### config.mk
export PLATFORM = sky130hd
export DESIGN_NAME = at_command_recognizer_flat
export DESIGN_NICKNAME = d
export VERILOG_FILES = /design/src/design/atcr_pkg.sv /design/src/design/atcr_intf.sv /design/src/design/atcr_ram.sv /design/src/design/atcr_queue.sv /design/src/design/atcr_front.sv /design/src/design/atcr_back.sv /design/src/design/at_command_recognizer.sv /design/src/flat_wrapper.sv
export VERILOG_INCLUDE_DIRS = /design/src /design/src/design
export SDC_FILE = /design/constraint.sdc
export NUM_CORES = 1
export LEC_CHECK = 0
export ABC_AREA = 1
export BUFFER_PORTS_ARGS = -buffer_cell sky130_fd_sc_hd__buf_2
export CORE_ASPECT_RATIO = 0.5
export CORE_MARGIN = 1
export CORE_UTILIZATION = 45
export CTS_CLUSTER_DIAMETER = 150
export DETAILED_ROUTE_END_ITERATION = 8
export PLACE_DENSITY = 0.61
export SYNTH_ARGS = -nofsm -noshare
export SYNTH_HDL_FRONTEND = slang
export SYNTH_SLANG_ARGS = --single-unit
export TNS_END_PERCENT = 30
### constraint.sdc
create_clock -name clk -period 2.4 [get_ports clk]
set_input_delay 0.24 -clock clk [delete_from_list [all_inputs] [get_ports clk]]
set_output_delay 0.24 -clock clk [all_outputs]
set_load 0.005 [all_outputs]
### src/design/assert_macros.svh
// Assertion macros shared by the AT command recognizer RTL.
`ifndef ASSERT_MACROS_SVH
`define ASSERT_MACROS_SVH

// Same-cycle implication checked on every rising clock edge outside reset.
`define AT_ASSERT_IMPL(lbl, clk_s, rstn_s, ante, cons) \
    lbl: assert property (@(posedge clk_s) disable iff (!rstn_s) (ante) |-> (cons)) \
        else $error("AT command recognizer: assertion failed");

// Next-cycle implication checked on every rising clock edge outside reset.
`define AT_ASSERT_NEXT(lbl, clk_s, rstn_s, ante, cons) \
    lbl: assert property (@(posedge clk_s) disable iff (!rstn_s) (ante) |=> (cons)) \
        else $error("AT command recognizer: assertion failed");

`endif

### src/design/atcr_pkg.sv
// Package with types, codes and name tables of the AT command recognizer.
`default_nettype none

package atcr_pkg;

    localparam int DEF_KEY_LEN   = 8;
    localparam int DEF_VALUE_LEN = 16;
    localparam int VALUE_LEN_MAX = 32;

    // Width of a stored value length; covers the whole value length range.
    localparam int LEN_W   = $clog2(VALUE_LEN_MAX + 1);
    localparam int NUM_CMDS = 3;
    localparam int POS_W   = 6;

    localparam logic [7:0] CH_A    = 8'h41;
    localparam logic [7:0] CH_T    = 8'h54;
    localparam logic [7:0] CH_PLUS = 8'h2B;
    localparam logic [7:0] CH_EQ   = 8'h3D;

    typedef enum logic [1:0] {
        STATUS_OK          = 2'd0,
        STATUS_MALFORMED   = 2'd1,
        STATUS_UNKNOWN     = 2'd2,
        STATUS_UNSUPPORTED = 2'd3
    } status_t;

    typedef enum logic [1:0] {
        CMD_VER   = 2'd0,
        CMD_CALIB = 2'd1,
        CMD_FEED  = 2'd2
    } cmd_id_t;

    // One finished message waiting for the back end.
    typedef struct packed {
        status_t            status;
        cmd_id_t            command_id;
        logic               is_set;
        logic [LEN_W-1:0]   value_length;
    } entry_t;

    // Occupancy and slot pointers of the verdict queue.
    typedef struct packed {
        logic empty;
        logic full;
        logic head_slot;
        logic tail_slot;
    } q_status_t;

    typedef enum logic {
        BK_IDLE  = 1'b0,
        BK_VALUE = 1'b1
    } back_state_t;

    function automatic logic [2:0] cmd_len(input logic [1:0] id);
        logic [2:0] len;
        unique case (id)
            CMD_VER:   len = 3'd3;
            CMD_CALIB: len = 3'd5;
            CMD_FEED:  len = 3'd4;
            default:   len = 3'd0;
        endcase
        return len;
    endfunction

    function automatic logic cmd_settable(input logic [1:0] id);
        return (id == CMD_CALIB);
    endfunction

    function automatic logic [7:0] cmd_char(input logic [1:0] id, input logic [2:0] pos);
        logic [7:0] ch;
        ch = 8'h00;
        unique case (id)
            CMD_VER:
            begin
                unique case (pos)
                    3'd0:    ch = 8'h56;
                    3'd1:    ch = 8'h45;
                    3'd2:    ch = 8'h52;
                    default: ch = 8'h00;
                endcase
            end
            CMD_CALIB:
            begin
                unique case (pos)
                    3'd0:    ch = 8'h43;
                    3'd1:    ch = 8'h41;
                    3'd2:    ch = 8'h4C;
                    3'd3:    ch = 8'h49;
                    3'd4:    ch = 8'h42;
                    default: ch = 8'h00;
                endcase
            end
            CMD_FEED:
            begin
                unique case (pos)
                    3'd0:    ch = 8'h46;
                    3'd1:    ch = 8'h45;
                    3'd2:    ch = 8'h45;
                    3'd3:    ch = 8'h44;
                    default: ch = 8'h00;
                endcase
            end
            default: ch = 8'h00;
        endcase
        return ch;
    endfunction

endpackage

`default_nettype wire

### src/design/atcr_intf.sv
// Handshake channel interfaces for message bytes and result items.
`default_nettype none

interface atcr_in_if;
    logic       valid;
    logic       ready;
    logic [7:0] data_byte;
    logic       last_byte;

    modport source (output valid, data_byte, last_byte, input ready);
    modport sink   (input valid, data_byte, last_byte, output ready);
endinterface

interface atcr_out_if;
    logic       valid;
    logic       ready;
    logic       kind;
    logic [1:0] status;
    logic [1:0] command_id;
    logic       is_set;
    logic [4:0] value_length;
    logic [7:0] value_byte;
    logic       run_end;

    modport source (output valid, kind, status, command_id, is_set, value_length,
                    value_byte, run_end, input ready);
    modport sink   (input valid, kind, status, command_id, is_set, value_length,
                    value_byte, run_end, output ready);
endinterface

`default_nettype wire

### src/design/atcr_ram.sv
// Generic single-write, single-read RAM with registered read data.
`default_nettype none

module atcr_ram #(
    parameter int WIDTH  = 8,
    parameter int DEPTH  = 32,
    parameter int ADDR_W = $clog2(DEPTH)
) (
    input  wire logic              clk,
    input  wire logic              wr_en,
    input  wire logic [ADDR_W-1:0] wr_addr,
    input  wire logic [WIDTH-1:0]  wr_data,
    input  wire logic              rd_en,
    input  wire logic [ADDR_W-1:0] rd_addr,
    output logic      [WIDTH-1:0]  rd_data
);

    logic [WIDTH-1:0] mem_reg [DEPTH];
    logic [WIDTH-1:0] rd_data_reg;

    always_ff @(posedge clk)
    begin
        if (wr_en)
        begin
            mem_reg[wr_addr] <= wr_data;
        end
        if (rd_en)
        begin
            rd_data_reg <= mem_reg[rd_addr];
        end
    end

    assign rd_data = rd_data_reg;

endmodule

`default_nettype wire

### src/design/atcr_queue.sv
// Two-entry verdict queue between the parsing front end and the emitting back end.
`default_nettype none
`include "assert_macros.svh"

module atcr_queue (
    input  wire logic               clk,
    input  wire logic               rst_n,
    input  wire logic               push,
    input  wire atcr_pkg::entry_t   push_entry,
    input  wire logic               pop,
    output atcr_pkg::entry_t        head_entry,
    output atcr_pkg::q_status_t     q_stat
);

    import atcr_pkg::*;

    entry_t      slot_reg [2];
    logic        head_reg;
    logic        head_next;
    logic        tail_reg;
    logic        tail_next;
    logic [1:0]  count_reg;
    logic [1:0]  count_next;

    always_comb
    begin
        head_next  = head_reg;
        tail_next  = tail_reg;
        count_next = count_reg;
        if (push)
        begin
            tail_next = ~tail_reg;
        end
        if (pop)
        begin
            head_next = ~head_reg;
        end
        if (push && !pop)
        begin
            count_next = count_reg + 2'd1;
        end
        else if (pop && !push)
        begin
            count_next = count_reg - 2'd1;
        end
    end

    always_ff @(posedge clk or negedge rst_n)
    begin
        if (!rst_n)
        begin
            head_reg  <= 1'b0;
            tail_reg  <= 1'b0;
            count_reg <= 2'd0;
        end
        else
        begin
            head_reg  <= head_next;
            tail_reg  <= tail_next;
            count_reg <= count_next;
        end
    end

    always_ff @(posedge clk)
    begin
        if (push)
        begin
            slot_reg[tail_reg] <= push_entry;
        end
    end

    assign head_entry       = slot_reg[head_reg];
    assign q_stat.empty     = (count_reg == 2'd0);
    assign q_stat.full      = (count_reg == 2'd2);
    assign q_stat.head_slot = head_reg;
    assign q_stat.tail_slot = tail_reg;

    // The slot pointers double as value memory banks, so overrun would corrupt values.
    `AT_ASSERT_IMPL(a_no_push_full, clk, rst_n, push, count_reg != 2'd2)
    `AT_ASSERT_IMPL(a_no_pop_empty, clk, rst_n, pop, count_reg != 2'd0)
    `AT_ASSERT_NEXT(a_last_pop_empties, clk, rst_n, pop && !push && count_reg == 2'd1,
                    count_reg == 2'd0 && head_reg == tail_reg)

endmodule

`default_nettype wire

### src/design/atcr_front.sv
// Front end: accepts message bytes, checks syntax, matches the key and stores the value.
`default_nettype none

module atcr_front #(
    parameter int KEY_LEN   = atcr_pkg::DEF_KEY_LEN,
    parameter int VALUE_LEN = atcr_pkg::DEF_VALUE_LEN,
    parameter int IDX_W     = (VALUE_LEN > 1) ? $clog2(VALUE_LEN) : 1
) (
    input  wire logic                clk,
    input  wire logic                rst_n,
    atcr_in_if.sink                  cmd_in,
    input  wire atcr_pkg::q_status_t q_stat,
    output logic                     push,
    output atcr_pkg::entry_t         push_entry,
    output logic                     wr_en,
    output logic [IDX_W:0]           wr_addr,
    output logic [7:0]               wr_data
);

    import atcr_pkg::*;

    localparam int SEG_MAX   = (KEY_LEN > VALUE_LEN) ? KEY_LEN : VALUE_LEN;
    localparam int SEG_W     = $clog2(SEG_MAX + 1);
    localparam int MAX_TOTAL = 3 + KEY_LEN + 1 + VALUE_LEN;

    logic [POS_W-1:0]    pos_reg;
    logic [POS_W-1:0]    pos_next;
    logic                in_value_reg;
    logic                in_value_next;
    logic [SEG_W-1:0]    seg_reg;
    logic [SEG_W-1:0]    seg_next;
    logic [NUM_CMDS-1:0] flags_reg;
    logic [NUM_CMDS-1:0] flags_next;
    logic                mal_reg;
    logic                mal_next;

    logic                accept;
    logic                mal_v;
    logic                inval_v;
    logic [SEG_W-1:0]    seg_v;
    logic [NUM_CMDS-1:0] flags_v;
    logic [1:0]          found_id;
    logic                found_any;

    assign cmd_in.ready = !q_stat.full;
    assign accept       = cmd_in.valid && cmd_in.ready;
    assign wr_data      = cmd_in.data_byte;
    assign wr_addr      = {q_stat.tail_slot, seg_reg[IDX_W-1:0]};

    always_comb
    begin
        pos_next      = pos_reg;
        in_value_next = in_value_reg;
        seg_next      = seg_reg;
        flags_next    = flags_reg;
        mal_next      = mal_reg;
        mal_v         = mal_reg;
        inval_v       = in_value_reg;
        seg_v         = seg_reg;
        flags_v       = flags_reg;
        found_id      = CMD_VER;
        found_any     = 1'b0;
        wr_en         = 1'b0;
        push          = 1'b0;
        push_entry    = '{status: STATUS_MALFORMED, command_id: CMD_VER, is_set: 1'b0,
                          value_length: '0};

        if (accept)
        begin
            if (pos_reg == POS_W'(0) && cmd_in.data_byte != CH_A)    mal_v = 1'b1;
            if (pos_reg == POS_W'(1) && cmd_in.data_byte != CH_T)    mal_v = 1'b1;
            if (pos_reg == POS_W'(2) && cmd_in.data_byte != CH_PLUS) mal_v = 1'b1;
            if (pos_reg == POS_W'(3) && cmd_in.data_byte == CH_EQ)   mal_v = 1'b1;
            if (pos_reg >= POS_W'(MAX_TOTAL))                         mal_v = 1'b1;

            if (pos_reg >= POS_W'(3))
            begin
                priority if (!in_value_reg && cmd_in.data_byte == CH_EQ)
                begin
                    // The first '=' closes the key: only exact-length names survive.
                    for (int i = 0; i < NUM_CMDS; i++)
                    begin
                        if (seg_reg != SEG_W'(cmd_len(2'(i))))
                        begin
                            flags_v[i] = 1'b0;
                        end
                    end
                    inval_v = 1'b1;
                    seg_v   = '0;
                end
                else if (in_value_reg)
                begin
                    if (seg_reg < SEG_W'(VALUE_LEN))
                    begin
                        wr_en = 1'b1;
                        seg_v = seg_reg + SEG_W'(1);
                    end
                    else
                    begin
                        mal_v = 1'b1;
                    end
                end
                else
                begin
                    if (seg_reg < SEG_W'(KEY_LEN))
                    begin
                        for (int i = 0; i < NUM_CMDS; i++)
                        begin
                            if (seg_reg >= SEG_W'(cmd_len(2'(i))) ||
                                cmd_char(2'(i), seg_reg[2:0]) != cmd_in.data_byte)
                            begin
                                flags_v[i] = 1'b0;
                            end
                        end
                        seg_v = seg_reg + SEG_W'(1);
                    end
                    else
                    begin
                        mal_v = 1'b1;
                    end
                end
            end

            if (pos_reg != {POS_W{1'b1}})
            begin
                pos_next = pos_reg + POS_W'(1);
            end
            in_value_next = inval_v;
            seg_next      = seg_v;
            flags_next    = flags_v;
            mal_next      = mal_v;

            if (cmd_in.last_byte)
            begin
                if (pos_reg < POS_W'(3))       mal_v = 1'b1;
                if (inval_v && seg_v == '0)    mal_v = 1'b1;
                if (!inval_v)
                begin
                    for (int i = 0; i < NUM_CMDS; i++)
                    begin
                        if (seg_v != SEG_W'(cmd_len(2'(i))))
                        begin
                            flags_v[i] = 1'b0;
                        end
                    end
                end

                priority if (flags_v[0])
                begin
                    found_any = 1'b1;
                    found_id  = CMD_VER;
                end
                else if (flags_v[1])
                begin
                    found_any = 1'b1;
                    found_id  = CMD_CALIB;
                end
                else if (flags_v[2])
                begin
                    found_any = 1'b1;
                    found_id  = CMD_FEED;
                end
                else
                begin
                    found_any = 1'b0;
                end

                push = 1'b1;
                priority if (mal_v)
                begin
                    push_entry.status = STATUS_MALFORMED;
                end
                else if (!found_any)
                begin
                    push_entry.status = STATUS_UNKNOWN;
                    push_entry.is_set = inval_v;
                end
                else if (inval_v && !cmd_settable(found_id))
                begin
                    push_entry.status = STATUS_UNSUPPORTED;
                    push_entry.is_set = 1'b1;
                end
                else
                begin
                    push_entry.status       = STATUS_OK;
                    push_entry.command_id   = cmd_id_t'(found_id);
                    push_entry.is_set       = inval_v;
                    push_entry.value_length = inval_v ? LEN_W'(seg_v) : '0;
                end

                pos_next      = '0;
                in_value_next = 1'b0;
                seg_next      = '0;
                flags_next    = '1;
                mal_next      = 1'b0;
            end
        end
    end

    always_ff @(posedge clk or negedge rst_n)
    begin
        if (!rst_n)
        begin
            pos_reg      <= '0;
            in_value_reg <= 1'b0;
            seg_reg      <= '0;
            flags_reg    <= '1;
            mal_reg      <= 1'b0;
        end
        else
        begin
            pos_reg      <= pos_next;
            in_value_reg <= in_value_next;
            seg_reg      <= seg_next;
            flags_reg    <= flags_next;
            mal_reg      <= mal_next;
        end
    end

endmodule

`default_nettype wire

### src/design/atcr_back.sv
// Back end: emits the verdict of each queued message, then its buffered value bytes.
`default_nettype none
`include "assert_macros.svh"

module atcr_back #(
    parameter int VALUE_LEN = atcr_pkg::DEF_VALUE_LEN,
    parameter int IDX_W     = (VALUE_LEN > 1) ? $clog2(VALUE_LEN) : 1
) (
    input  wire logic                clk,
    input  wire logic                rst_n,
    input  wire atcr_pkg::q_status_t q_stat,
    input  wire atcr_pkg::entry_t    head_entry,
    output logic                     pop,
    output logic                     rd_en,
    output logic [IDX_W:0]           rd_addr,
    input  wire logic [7:0]          rd_data,
    atcr_out_if.source               res_out
);

    import atcr_pkg::*;

    back_state_t      state_reg;
    back_state_t      state_next;
    logic [LEN_W-1:0] idx_reg;
    logic [LEN_W-1:0] idx_next;
    logic [LEN_W-1:0] rd_idx;

    logic             out_valid_reg;
    logic             out_valid_next;
    logic             kind_reg;
    logic [1:0]       status_reg;
    logic [1:0]       command_id_reg;
    logic             is_set_reg;
    logic [4:0]       value_length_reg;
    logic [7:0]       value_byte_reg;
    logic             run_end_reg;

    logic             can_load;
    logic             last_value;
    logic             load_verdict;
    logic             load_value;

    assign can_load   = !out_valid_reg || res_out.ready;
    assign last_value = (idx_reg + LEN_W'(1)) == head_entry.value_length;

    always_comb
    begin
        state_next = state_reg;
        unique case (state_reg)
            BK_IDLE:
            begin
                if (!q_stat.empty && can_load && head_entry.value_length != '0)
                begin
                    state_next = BK_VALUE;
                end
            end
            BK_VALUE:
            begin
                if (can_load && last_value)
                begin
                    state_next = BK_IDLE;
                end
            end
            default: state_next = BK_IDLE;
        endcase
    end

    // The memory read for the next value byte is issued in the cycle the
    // current result is loaded, so its data waits in the read register.
    always_comb
    begin
        load_verdict = 1'b0;
        load_value   = 1'b0;
        pop          = 1'b0;
        rd_en        = 1'b0;
        rd_idx       = idx_reg;
        idx_next     = idx_reg;
        unique case (state_reg)
            BK_IDLE:
            begin
                if (!q_stat.empty && can_load)
                begin
                    load_verdict = 1'b1;
                    if (head_entry.value_length == '0)
                    begin
                        pop = 1'b1;
                    end
                    else
                    begin
                        rd_en    = 1'b1;
                        rd_idx   = '0;
                        idx_next = '0;
                    end
                end
            end
            BK_VALUE:
            begin
                if (can_load)
                begin
                    load_value = 1'b1;
                    if (last_value)
                    begin
                        pop = 1'b1;
                    end
                    else
                    begin
                        rd_en    = 1'b1;
                        rd_idx   = idx_reg + LEN_W'(1);
                        idx_next = idx_reg + LEN_W'(1);
                    end
                end
            end
            default:
            begin
                load_verdict = 1'b0;
            end
        endcase
    end

    assign rd_addr = {q_stat.head_slot, rd_idx[IDX_W-1:0]};

    always_comb
    begin
        out_valid_next = out_valid_reg;
        if (load_verdict || load_value)
        begin
            out_valid_next = 1'b1;
        end
        else if (res_out.ready)
        begin
            out_valid_next = 1'b0;
        end
    end

    always_ff @(posedge clk or negedge rst_n)
    begin
        if (!rst_n)
        begin
            state_reg     <= BK_IDLE;
            idx_reg       <= '0;
            out_valid_reg <= 1'b0;
        end
        else
        begin
            state_reg     <= state_next;
            idx_reg       <= idx_next;
            out_valid_reg <= out_valid_next;
        end
    end

    always_ff @(posedge clk)
    begin
        if (load_verdict)
        begin
            kind_reg         <= 1'b0;
            status_reg       <= head_entry.status;
            command_id_reg   <= head_entry.command_id;
            is_set_reg       <= head_entry.is_set;
            value_length_reg <= head_entry.value_length[4:0];
            value_byte_reg   <= 8'h00;
            run_end_reg      <= (head_entry.value_length == '0);
        end
        else if (load_value)
        begin
            kind_reg         <= 1'b1;
            status_reg       <= STATUS_OK;
            command_id_reg   <= head_entry.command_id;
            is_set_reg       <= 1'b1;
            value_length_reg <= head_entry.value_length[4:0];
            value_byte_reg   <= rd_data;
            run_end_reg      <= last_value;
        end
    end

    assign res_out.valid        = out_valid_reg;
    assign res_out.kind         = kind_reg;
    assign res_out.status       = status_reg;
    assign res_out.command_id   = command_id_reg;
    assign res_out.is_set       = is_set_reg;
    assign res_out.value_length = value_length_reg;
    assign res_out.value_byte   = value_byte_reg;
    assign res_out.run_end      = run_end_reg;

    `AT_ASSERT_IMPL(a_value_needs_entry, clk, rst_n, state_reg == BK_VALUE, !q_stat.empty)
    `AT_ASSERT_IMPL(a_value_idx_in_range, clk, rst_n, state_reg == BK_VALUE,
                    idx_reg < head_entry.value_length)
    `AT_ASSERT_NEXT(a_hold_valid, clk, rst_n, out_valid_reg && !res_out.ready, out_valid_reg)

endmodule

`default_nettype wire

### src/design/at_command_recognizer.sv
// On the last byte the verdict is queued, then registered onto the output when it is free.
// Value bytes of an ok set follow at one result per cycle when the sink is ready.
// Throughput: one message byte per cycle; input stalls only while two finished
// messages wait in the two-entry verdict queue, each holding one value memory bank.
// Reset clears all parser, queue and output control state; value memory is not cleared.
`default_nettype none

module at_command_recognizer #(
    parameter int KEY_LEN   = atcr_pkg::DEF_KEY_LEN,
    parameter int VALUE_LEN = atcr_pkg::DEF_VALUE_LEN
) (
    input  wire logic  clk,
    input  wire logic  rst_n,
    atcr_in_if.sink    cmd_in,
    atcr_out_if.source res_out
);

    import atcr_pkg::*;

    localparam int IDX_W     = (VALUE_LEN > 1) ? $clog2(VALUE_LEN) : 1;
    localparam int RAM_DEPTH = 2 * (1 << IDX_W);

    q_status_t      q_stat;
    entry_t         push_entry;
    entry_t         head_entry;
    logic           push;
    logic           pop;
    logic           wr_en;
    logic [IDX_W:0] wr_addr;
    logic [7:0]     wr_data;
    logic           rd_en;
    logic [IDX_W:0] rd_addr;
    logic [7:0]     rd_data;

    atcr_front #(
        .KEY_LEN   (KEY_LEN),
        .VALUE_LEN (VALUE_LEN),
        .IDX_W     (IDX_W)
    ) u_front (
        .clk        (clk),
        .rst_n      (rst_n),
        .cmd_in     (cmd_in),
        .q_stat     (q_stat),
        .push       (push),
        .push_entry (push_entry),
        .wr_en      (wr_en),
        .wr_addr    (wr_addr),
        .wr_data    (wr_data)
    );

    atcr_queue u_queue (
        .clk        (clk),
        .rst_n      (rst_n),
        .push       (push),
        .push_entry (push_entry),
        .pop        (pop),
        .head_entry (head_entry),
        .q_stat     (q_stat)
    );

    atcr_ram #(
        .WIDTH  (8),
        .DEPTH  (RAM_DEPTH),
        .ADDR_W (IDX_W + 1)
    ) u_value_ram (
        .clk     (clk),
        .wr_en   (wr_en),
        .wr_addr (wr_addr),
        .wr_data (wr_data),
        .rd_en   (rd_en),
        .rd_addr (rd_addr),
        .rd_data (rd_data)
    );

    atcr_back #(
        .VALUE_LEN (VALUE_LEN),
        .IDX_W     (IDX_W)
    ) u_back (
        .clk        (clk),
        .rst_n      (rst_n),
        .q_stat     (q_stat),
        .head_entry (head_entry),
        .pop        (pop),
        .rd_en      (rd_en),
        .rd_addr    (rd_addr),
        .rd_data    (rd_data),
        .res_out    (res_out)
    );

endmodule

`default_nettype wire

### src/flat_wrapper.sv
// flat-port wrapper written by rule: the top's interface ports become plain ports
module at_command_recognizer_flat import atcr_pkg::*;
#(
    parameter int KEY_LEN   = atcr_pkg::DEF_KEY_LEN,
    parameter int VALUE_LEN = atcr_pkg::DEF_VALUE_LEN
)
  (clk, rst_n, cmd_in_valid, cmd_in_data_byte, cmd_in_last_byte, cmd_in_ready, res_out_valid, res_out_kind, res_out_status, res_out_command_id, res_out_is_set, res_out_value_length, res_out_value_byte, res_out_run_end, res_out_ready);
  atcr_in_if cmd_in_i ();
  atcr_out_if res_out_i ();
  input  wire logic clk;
  input  wire logic rst_n;
  input wire logic [$bits(cmd_in_i.valid)-1:0] cmd_in_valid;
  input wire logic [$bits(cmd_in_i.data_byte)-1:0] cmd_in_data_byte;
  input wire logic [$bits(cmd_in_i.last_byte)-1:0] cmd_in_last_byte;
  output wire logic [$bits(cmd_in_i.ready)-1:0] cmd_in_ready;
  output wire logic [$bits(res_out_i.valid)-1:0] res_out_valid;
  output wire logic [$bits(res_out_i.kind)-1:0] res_out_kind;
  output wire logic [$bits(res_out_i.status)-1:0] res_out_status;
  output wire logic [$bits(res_out_i.command_id)-1:0] res_out_command_id;
  output wire logic [$bits(res_out_i.is_set)-1:0] res_out_is_set;
  output wire logic [$bits(res_out_i.value_length)-1:0] res_out_value_length;
  output wire logic [$bits(res_out_i.value_byte)-1:0] res_out_value_byte;
  output wire logic [$bits(res_out_i.run_end)-1:0] res_out_run_end;
  input wire logic [$bits(res_out_i.ready)-1:0] res_out_ready;
  assign cmd_in_i.valid = cmd_in_valid;
  assign cmd_in_i.data_byte = cmd_in_data_byte;
  assign cmd_in_i.last_byte = cmd_in_last_byte;
  assign cmd_in_ready = cmd_in_i.ready;
  assign res_out_valid = res_out_i.valid;
  assign res_out_kind = res_out_i.kind;
  assign res_out_status = res_out_i.status;
  assign res_out_command_id = res_out_i.command_id;
  assign res_out_is_set = res_out_i.is_set;
  assign res_out_value_length = res_out_i.value_length;
  assign res_out_value_byte = res_out_i.value_byte;
  assign res_out_run_end = res_out_i.run_end;
  assign res_out_i.ready = res_out_ready;
  at_command_recognizer #(.KEY_LEN(KEY_LEN), .VALUE_LEN(VALUE_LEN)) u_core (.clk(clk), .rst_n(rst_n), .cmd_in(cmd_in_i), .res_out(res_out_i));
endmodule
==> results.yml, run 1 <==
status:
  status: "complete, but fails checks"
  violations: "setup timing"
final_layout:
  drive_gt1_share_pct: 27.65
  nets: 1809
  syn2layout_area_growth_pct: 29.66
  largest_reg_flops: 256
  n_antenna_cell: 0
  fin_area_um2: 20030
  stdcell_count: 2246
floorplanning:
  core_um2: 33400
  rows: 47
  dieWidth_um: 264.0
  dieHeight_um: 133.0
  ioPinCount: 35
  initial_core_util_pct: 46.25
  die_area_um2: 35120
synth:
  async_flop_share_pct: 8.434
  netlist_instances: 1543
  synth_nets: 1570
  synth_area_um2: 15450
  ys_ff_latch: 332
  yosys_warnings: 0
  synth_enable_flop_cells: 295
  ys_seq_area_share_pct: 63.07
  ys.flop_type: "edfxtp_1"
  synth.avg_cell_area_um2: 10.01
  ys_types: 43
timing:
  post-route-min-period_ps: 2845
  min_period_over_period_pct: 118.5
  skew_ps: 30.08
  worst_slew_pin_slew_ps: 713.0
  hold_viol: 0
  rsz0062_at_grt: "true"
  slew_headroom_pct: 52.47
  setup_viol: 26
  drv_slew: 0
  fmax_mhz: 351.5
  tns_ps: -5978
  finalWorstSetupSlack_ps: -445.0
global_route:
  use_met1_pct: 35.58
  grt_pass1_wl_um: 67860
  grt_pass1_vias: 11851
  overflow: 0
  antenna_found_initial: 0
  grt_start_max_net_pins: 65
  use_met3_pct: 4.132
  grt.busiest_layer: "met2"
  grtUsageTotal_pct: 25.02
  use_met2_pct: 40.20
worst_setup_path:
  crit_type: "register to register"
  crit_fanout: 6
  critPathRequiredTime_ps: 2760
  end_kind: "register"
  worstSetupStartpointType: "register"
  cp.arrival_ps: 3200
place:
  dp_hpwl_um: 27950
  postPlaceCellArea_um2: 17440
  gp_congestion: 0.8809
  io_buffers: 34
  pre_cts_ws_ps: -610.5
  dp.cells: 2137
route:
  drc: 0
  firstDrtPassIters: 6
  drt_iter0_drc: 1354
  num_vias: 12442
  wire_per_inst_um: 20.66
  drt-vias-per-instance: 5.540
  drt-total-wl_um: 46400
  ant_nets: 0
clock_tree:
  clk_path_buf_depth: 3
  cts_tree: "done"
  cts_max_level: 1
  clkLatencyLatePin_ps: 600
  clock-sinks: 332
  cts-root-buf: "clkbuf_16"
  cts_made_buffers: 30
  clkTransAtPathRegs_ps: 70
worst_hold_path:
  holdCritPathClass: "input port to register"
power_and_ir_drop:
  ir_drop_mv: 0.7566
  p_leak_nw: 8.495
  power_density_nw_per_um2: 1349
job:
  drv_cap: 0
==> cell usage after synthesis (2+ instances only) <==
| library cell | number | area, µm² |
|---|---|---|
| a21oi_1 | 16 | 80.08 |
| a22o_1 | 5 | 43.79 |
| buf_2 | 45 | 225.2 |
| buf_4 | 20 | 150.1 |
| buf_6 | 4 | 45.04 |
| clkbuf_1 | 5 | 18.77 |
| dfrtp_1 | 25 | 625.6 |
| dfstp_2 | 3 | 78.83 |
| dfxtp_1 | 9 | 180.2 |
| edfxtp_1 | 295 | 8859 |
| ha_1 | 14 | 175.2 |
| inv_1 | 205 | 769.5 |
| inv_2 | 5 | 18.77 |
| nand2_1 | 365 | 1370 |
| nand2_2 | 3 | 18.77 |
| nand3_1 | 318 | 1592 |
| nand3_2 | 3 | 30.03 |
| nand3b_1 | 40 | 300.3 |
| nand4_1 | 10 | 62.56 |
| nor2_1 | 70 | 262.8 |
| nor3_1 | 13 | 65.06 |
| nor3_2 | 2 | 20.02 |
| nor3b_1 | 2 | 15.01 |
| nor4_1 | 4 | 25.02 |
| o211ai_1 | 2 | 15.01 |
| o21ai_0 | 27 | 135.1 |
| o21ai_2 | 2 | 17.52 |
| o22a_1 | 2 | 17.52 |
| o22ai_1 | 7 | 43.79 |
| o41ai_1 | 2 | 17.52 |
| or2_2 | 2 | 12.51 |
| xnor2_1 | 2 | 17.52 |
| xor2_1 | 6 | 52.55 |
==> layer usage <==
layer,vias up,wire length [µm]
met5,-,0
met4,0,1262
met3,106,4379
met2,611,21130
met1,6010,19620
li1,5715,-
==> critical path: stages, from the launching register on <==
cell and delay (ps):
dfrtp_1 400, ha_4 190, nand2_2 70, inv_2 90, nand3_2 90, nand3_2 100
nand2_1 60, nand2_1 80, inv_2 50, nand2_4 70, buf_6 100, nand3_4 100
buf_12 150, nand2_8 110, buf_12 160, buf_12 150, clkbuf_16 150, nand2_1 60
nand3_2 60, nand3_2 90, nand3_2 70, nand2_1 60, nand2_1 80, nand2_2 50
==> metrics by stage <==
stage	power, mW	hold WS [ps]	util (%)
after CTS	24.59	35.15	57.54
after global routing	28.21	68.68	59.96
after detailed placement	17.89	325.9	52.20
after floorplan	13.69	-55.59	-
final	27.02	48.90	59.96
after global placement	17.73	308.5	52.20
==> cells by family (layout without fill, tap and decap cells) <==
family                   after synthesis  count (layout)  synth area share (%)
AO/OA/AOI/OAI                         71              71                 2.867
AND/OR/NAND/NOR                      833             833                 24.50
buffers and inverters                285             547                 7.970
XOR/XNOR                               8               8                0.4536
adder cells (fa/ha/maj)               14              14                 1.134
flip-flops                           332             332                 63.07
==> path summary, 6_finish.rpt <==
path / startpoint / end / slack [ps] / cells after the start
max: u_core.u_back.idx_reg[1] / u_core.u_value_ram.rd_data[3] / -450 / 23
min: cmd_in_last_byte / u_core.u_front.mal_reg / 50 / 4
max reg2reg: u_core.u_back.idx_reg[1] / u_core.u_value_ram.rd_data[3] / -450 / 23
min reg2reg: u_core.u_back.res_out.value_byte[2] / u_core.u_back.res_out.value_byte[2] / 470 / 2
max in group asynchronous: rst_n / u_core.u_queue.head_reg / 1650 / 2
min in group asynchronous: rst_n / u_core.u_back.idx_reg[2] / 250 / 2
==> placed cells by master, fill, tap and decap left out, types with 5 or more instances in the layout <==
| cell type | synthesis | final |
|---|---|---|
| nand2_1 | 365 | 316 |
| edfxtp_1 | 295 | 295 |
| nand3_1 | 318 | 246 |
| inv_1 | 205 | 198 |
| buf_4 | 20 | 181 |
| nand3_2 | 3 | 72 |
| nor2_1 | 70 | 59 |
| nand2_2 | 3 | 46 |
| clkbuf_16 | 0 | 41 |
| nand3b_1 | 40 | 40 |
| buf_2 | 45 | 34 |
| o21ai_0 | 27 | 24 |
| buf_12 | 0 | 23 |
| dfrtp_1 | 25 | 22 |
| buf_6 | 4 | 15 |
| nor3_1 | 13 | 12 |
| buf_16 | 0 | 12 |
| a21oi_1 | 16 | 11 |
| inv_2 | 5 | 10 |
| nand4_1 | 10 | 10 |
| clkbuf_1 | 5 | 9 |
| dfxtp_1 | 9 | 9 |
| ha_1 | 14 | 8 |
| o22ai_1 | 7 | 7 |
| nor2_2 | 0 | 6 |
| nand2_4 | 1 | 6 |
| a21oi_2 | 1 | 6 |
| xor2_1 | 6 | 6 |
| nor2_4 | 0 | 5 |
| clkinv_1 | 1 | 5 |
| a22o_1 | 5 | 5 |
| clkinv_2 | 0 | 5 |
==> final cells by class <==
type,count,area (µm²)
fillers,2686,13370
flip-flops and latches,332,9747
multi-input cells,926,5144
repair buffers,281,2846
inverters,211,799.5
clock buffers,40,798.3
well taps,441,551.8
clock inverters,15,142.6
==> what timing repair did <==
action                                  CTS  global route
resized for setup                        95           106
pin swaps                                28            42
gates cloned                             11            14
endpoints found under the hold margin    26             0
hold buffers                              2             0
endpoints found under the setup margin   28            30
setup buffers                            16            11
==> power by group <==
part	total, mW	internal (mW)	switching [mW]
combinational	15.1	6.59	8.49
sequential	7.19	6.86	0.324
clock	4.75	2.56	2.19
No activity file was read; power rests on OpenSTA's default activity.
==> run 2, diff against run 1 <==
- CELL_PAD_IN_SITES_DETAIL_PLACEMENT: default -> 0
- CELL_PAD_IN_SITES_GLOBAL_PLACEMENT: default -> 1
- PLACE_DENSITY: 0.61 -> 0.74
==> run 2 against run 1 <==
The run still ends with setup timing left. Routed wire length shrank 4.0%. Non-clock buffer count up 1. Core utilization decreased by 0.28 points. Sequential share of layout area grew 0.23 points. Critical endpoint unchanged. Largest cell class unchanged. Largest power group unchanged. Highest routed layer is now met5.
==> results.yml, run 2 (synthesis results as in run 1) <==
worst_setup_path:
  r2r-start: "u_core.u_back.idx_reg[0]"
  crit_chain: "ha_4, nand2_2, inv_2, nor2_4, nand2_1, nand2_1, nand3_1, nor2_1, nand2_2, nand2_4, nand3_4, nand2_8, buf_12, buf_4, nand2_1, nand3_1, nand3_1, nand3_2, nand2_2, nand2_2, nand2_2"
  worstRegToRegCells: 21
  timing.critical_path.mode_cell: "nand2_2"
  startpoint: "u_core.u_back.idx_reg[0]"
  critPathRequiredTime_ps: 2720
  critPathSlowestCell: "dfrtp_2"
  reg2reg_to: "u_core.u_value_ram.rd_data[3]"
  crit_type: "register to register"
  end_kind: "register"
  cp.arrival_ps: 3080
  worstSetupStartpointType: "register"
  ff2ff_setup_slack_ps: -360
  crit_fanout: 7
  cp_slowest_stage_delay_ps: 420
worst_hold_path:
  worstHoldStart: "cmd_in_last_byte"
  holdCritPathClass: "input port to register"
  hold_end: "u_core.u_front.mal_reg"
  hold_depth: 4
route:
  ant_nets: 0
  drt-vias-per-instance: 5.393
  drc: 0
  firstDrtPassIters: 5
  wire_per_inst_um: 19.85
  num_vias: 12101
  drt_iter0_drc: 1293
  drt-total-wl_um: 44530
timing:
  hold_viol: 0
  fmax_mhz: 361.9
  min_period_over_period_pct: 115.1
  slew_headroom_pct: 52.54
  finalWorstSetupSlack_ps: -363.4
  setup_viol: 24
  skew_ps: 12.94
  post-route-min-period_ps: 2763
  worst_slew_pin_slew_ps: 711.9
  rsz0062_at_grt: "true"
  drv_slew: 0
floorplanning:
  dieHeight_um: 133.0
  die_area_um2: 35120
  dieWidth_um: 264.0
  core_um2: 33400
  ioPinCount: 35
  rows: 47
  initial_core_util_pct: 46.25
power_and_ir_drop:
  p_int_mw: 15.51
  swShare_pct: 40.28
  p_leak_nw: 8.383
  ir_drop_mv: 0.8380
  comb_power_share_pct: 54.2
  clkPwrFrac_pct: 18.0
  power_density_nw_per_um2: 1303
  p_sw_mw: 10.46
  power.share.sequential_pct: 27.8
  power.total_mw: 25.97
global_route:
  grt_start_max_net_pins: 34
  grt_pass1_vias: 11636
  grtUsageTotal_pct: 25.39
  overflow: 0
  grt_pass1_wl_um: 67620
  antenna_found_initial: 2
final_layout:
  n_antenna_cell: 0
  final_core_util_pct: 59.69
  largest_reg_flops: 256
  drive_gt1_share_pct: 28.18
  final_common_cell: "nand2_1"
  nets: 1810
  layout_common_cells: "nand2_1 (325), edfxtp_1 (295), nand3_1 (244), inv_1 (198), buf_4 (196)"
  syn2layout_area_growth_pct: 29.06
  fillers: 2755
clock_tree:
  cts_max_level: 1
  clkLatencyLatePin_ps: 570
  cts-root-buf: "clkbuf_16"
  cts_tree: "done"
  clkTransAtPathRegs_ps: 70
  clk_path_buf_depth: 3
  cts_made_buffers: 30
  clock-sinks: 332
place:
  gp_congestion: 0.9188
  dp_hpwl_um: 29070
  pre_cts_ws_ps: -524.5
  io_buffers: 34
job:
  drv_cap: 0
status:
  status: "complete, but fails checks"
  violations: "setup timing"
-- run 2: changes by cell type in the layout (fill, tap and decap cells not counted), sizes merged --
cell / change
buf: +10
bufinv: -1
clkbuf: -11
clkinv: -1
inv: +1
-- run 2: power by group through the flow --
stage               combinational [mW]  sequential, mW  clock, mW
floorplan                         6.51            7.19          0
global placement                  11.1            7.28          0
detailed placement                11.1            7.28          0
CTS                               12.8            7.18       4.77
global route                      15.3            7.26       4.98
finish                            14.1            7.22       4.69
-- run 2: layout make-up --
class	count	area, µm²	share of cell area (%)
sequential	332	9748	48.90
multi-input combinational	926	5300	26.58
timing repair buffer	282	2594	13.01
clock buffer	38	842.1	4.224
inverter	211	802.0	4.023
tap	441	551.8	2.768
clock inverter	14	98.84	0.4958
-- run 2: repair_timing --
item / CTS / global route
hold buffers: 2 / 0
endpoints found under the setup margin: 26 / 94
gates cloned: 5 / 2
pin swaps: 21 / 58
setup buffers: 17 / 16
gates resized for setup: 82 / 144
hold endpoints to repair: 26 / 0
-- run 2: critical path: cells and delay by family, from the launching register on --
family / cells / cell delay (ps)
DFF: 1 / 420
and+or+nand+nor: 17 / 1550
buffers and inverters: 3 / 330
adders and majority gates: 1 / 180
-- run 2: metal layers --
metal	vias to the layer above	track usage, %	wire length, µm
li1	5693	-	-
met5	-	0	8
met4	2	6.202	1117
met2	448	40.09	20280
met1	5893	36.57	19810
met3	65	4.355	3309
-- run 2: per-stage QoR --
step           area (µm²)  TNS [ps]  hold WS (ps)  instances
6_report            19940     -5698         38.55       2244
5_1_grt             19940     -9671         68.46       2244
4_1_cts             19210     -4910         28.34       2228
3_5_place_dp        17610     -7430         325.4       2152
3_3_place_gp        17610     -5049         317.9       2152
2_1_floorplan       15470         0        -55.59       1543
-- run 2: how the worst max path moves through the flow --
stage | to | slack [ps] | cells after the start
6_report | u_core.u_value_ram.rd_data[3] | -360 | 21
5_1_grt | u_core.u_value_ram.rd_data[6] | -500 | 21
4_1_cts | u_core.u_value_ram.rd_data[3] | -360 | 22
3_5_place_dp | u_core.u_value_ram.rd_data[2] | -520 | 21
3_3_place_gp | u_core.u_value_ram.rd_data[3] | -460 | 21
2_1_floorplan | u_core.u_value_ram.rd_data[3] | 3 | 21
==> run 3, diff against run 2 <==
- PLACE_DENSITY: 0.74 -> 0.77
==> run 3 against run 2 <==
The flow still finishes with violations (setup timing). Clock skew is 1.1 ps lower. Non-clock buffer count is 2 lower. Clock-buffer cell count is 2 lower. Die area stayed put. Sequential power hardly changed. Highest routed layer unchanged.
==> results.yml, run 3 (synthesis results as in run 1) <==
final_layout:
  largest_reg_flops: 256
  drive_gt1_share_pct: 31.65
  final_common_cell: "nand2_1"
  nets: 1810
  final_core_util_pct: 61.23
  syn2layout_area_growth_pct: 32.39
  layout_common_cells: "nand2_1 (303), edfxtp_1 (295), nand3_1 (204), inv_1 (195), buf_4 (187)"
  stdcell_count: 2249
route:
  ant_nets: 0
  drt-vias-per-instance: 5.478
  drt_iter0_drc: 1297
  num_vias: 12319
  wire_per_inst_um: 20.85
  drc: 0
  drt-total-wl_um: 46900
  firstDrtPassIters: 8
worst_setup_path:
  crit_type: "register to register"
  crit_fanout: 32
  ff2ff_setup_slack_ps: -390
  end_kind: "register"
  r2r-start: "u_core.u_back.idx_reg[0]"
  critPathRequiredTime_ps: 2850
  cp.arrival_ps: 3240
  worstRegToRegCells: 20
  timing.critical_path.mode_cell: "nand2_1"
  reg2reg_to: "u_core.u_value_ram.rd_data[7]"
  cp_top_family: "simple AND/OR/NAND/NOR gates"
  worst-path-buf-inv: 3
  cp_slowest_stage_delay_ps: 430
  worstSetupStartpointType: "register"
  crit_chain: "ha_4, nand2_4, inv_2, nor2_2, nand2_1, nand2_1, nand3_2, nor2_4, nand2_4, buf_4, nand3_1, nand2_2, nand2_8, buf_12, nand3_1, nand3_1, nand3_2, nand2_1, nand2_1, nand2_1"
  critPathSlowestCell: "dfrtp_2"
timing:
  post-route-min-period_ps: 2786
  skew_ps: 11.82
  slew_headroom_pct: 52.62
  fmax_mhz: 358.9
  rsz0062_at_grt: "true"
  drv_slew: 0
  worst_slew_pin_slew_ps: 710.6
  setup_viol: 22
  finalWorstSetupSlack_ps: -386.1
  min_period_over_period_pct: 116.1
  hold_viol: 0
place:
  io_buffers: 34
  dp.cells: 2141
  dp_hpwl_um: 30040
  gp_congestion: 0.9536
power_and_ir_drop:
  power_density_nw_per_um2: 1353
  ir_drop_mv: 0.7518
  swShare_pct: 41.37
  clkPwrFrac_pct: 17.8
  p_leak_nw: 8.632
  comb_power_share_pct: 56.0
  power.share.sequential_pct: 26.2
  p_int_mw: 16.22
  p_sw_mw: 11.45
worst_hold_path:
  hold_end: "u_core.u_front.mal_reg"
  hold_depth: 4
  holdCritPathClass: "input port to register"
  worstHoldStart: "cmd_in_last_byte"
floorplanning:
  core_um2: 33400
  die_area_um2: 35120
  rows: 47
  ioPinCount: 35
  initial_core_util_pct: 46.25
  dieHeight_um: 133.0
  dieWidth_um: 264.0
clock_tree:
  cts_max_level: 1
  clk_path_buf_depth: 3
  cts_tree: "done"
  clkTransAtPathRegs_ps: 70
  cts_made_buffers: 30
  clock-sinks: 332
  cts-root-buf: "clkbuf_16"
  clkLatencyLatePin_ps: 570
status:
  status: "complete, but fails checks"
  violations: "setup timing"
global_route:
  antenna_found_initial: 1
  grt_pass1_vias: 11891
  grt_start_max_net_pins: 41
  grtUsageTotal_pct: 26.58
  grt_pass1_wl_um: 70420
  overflow: 0
job:
  drv_cap: 0
[run 3: power by group through the flow]
stage | Combinational [mW] | Clock (mW) | Sequential, mW
2_1_floorplan | 6.51 | 0 | 7.19
4_1_cts | 13.9 | 4.96 | 7.21
3_5_place_dp | 10.8 | 0 | 7.30
6_report | 15.5 | 4.93 | 7.25
5_1_grt | 16.5 | 5.19 | 7.29
3_3_place_gp | 10.7 | 0 | 7.30
[run 3: tightest hold or removal path: stages]
cell and delay, ps:
buf_2 100, nor2_1 80, nand2_1 60, o21ai_0 60
[run 3: how the worst max path moves through the flow]
stage	from	end	slack [ps]	cells after the start
global placement	u_core.u_queue.head_reg	u_core.u_value_ram.rd_data[5]	-470	16
CTS	u_core.u_back.idx_reg[0]	u_core.u_value_ram.rd_data[0]	-290	21
detailed placement	u_core.u_back.idx_reg[0]	u_core.u_value_ram.rd_data[5]	-540	20
global route	u_core.u_back.idx_reg[0]	u_core.u_value_ram.rd_data[2]	-490	22
finish	u_core.u_back.idx_reg[0]	u_core.u_value_ram.rd_data[7]	-390	20
floorplan	u_core.u_back.idx_reg[0]	u_core.u_value_ram.rd_data[3]	3	21
[run 3: stage by stage]
step           cell area, µm²  total power [mW]  hold slack, ps  worst slack, ps  TNS, ps
2_1_floorplan           15470             13.69          -55.59            3.331        0
3_3_place_gp            17400             18.03           328.0           -474.2    -6192
3_5_place_dp            17400             18.07           328.4           -537.7    -7237
4_1_cts                 19720             26.12           12.94           -287.3    -4494
5_1_grt                 20450             29.00           53.00           -489.1    -7340
6_report                20450             27.67           25.62           -386.1    -3964
[run 3: what timing repair did]
action | CTS | global route
gates resized for setup | 164 | 150
pin swaps | 31 | 69
endpoints found under the hold margin | 26 | 0
cloned | 16 | 1
hold buffers | 2 | 0
buffers inserted | 23 | 14
setup endpoints to repair | 26 | 39
[run 3: area by class of cell]
type / count / area (µm²)
fillers: 2683 / 12950
diodes: 1 / 2.502
repair buffers: 280 / 2728
clock buffers: 36 / 837.1
multi-input cells: 928 / 5615
clock inverters: 20 / 162.7
flip-flops and latches: 332 / 9749
inverters: 211 / 804.5
well taps: 441 / 551.8
[run 3: metal layers]
| metal | part of all wire (%) | vias up | global-route usage [%] |
|---|---|---|---|
| met4 | 2.7 | 2 | 8.140 |
| met2 | 45 | 541 | 40.85 |
| li1 | - | 5723 | - |
| met5 | 0.17 | - | 1.622 |
| met1 | 43 | 5971 | 37.28 |
| met3 | 9.8 | 82 | 6.328 |
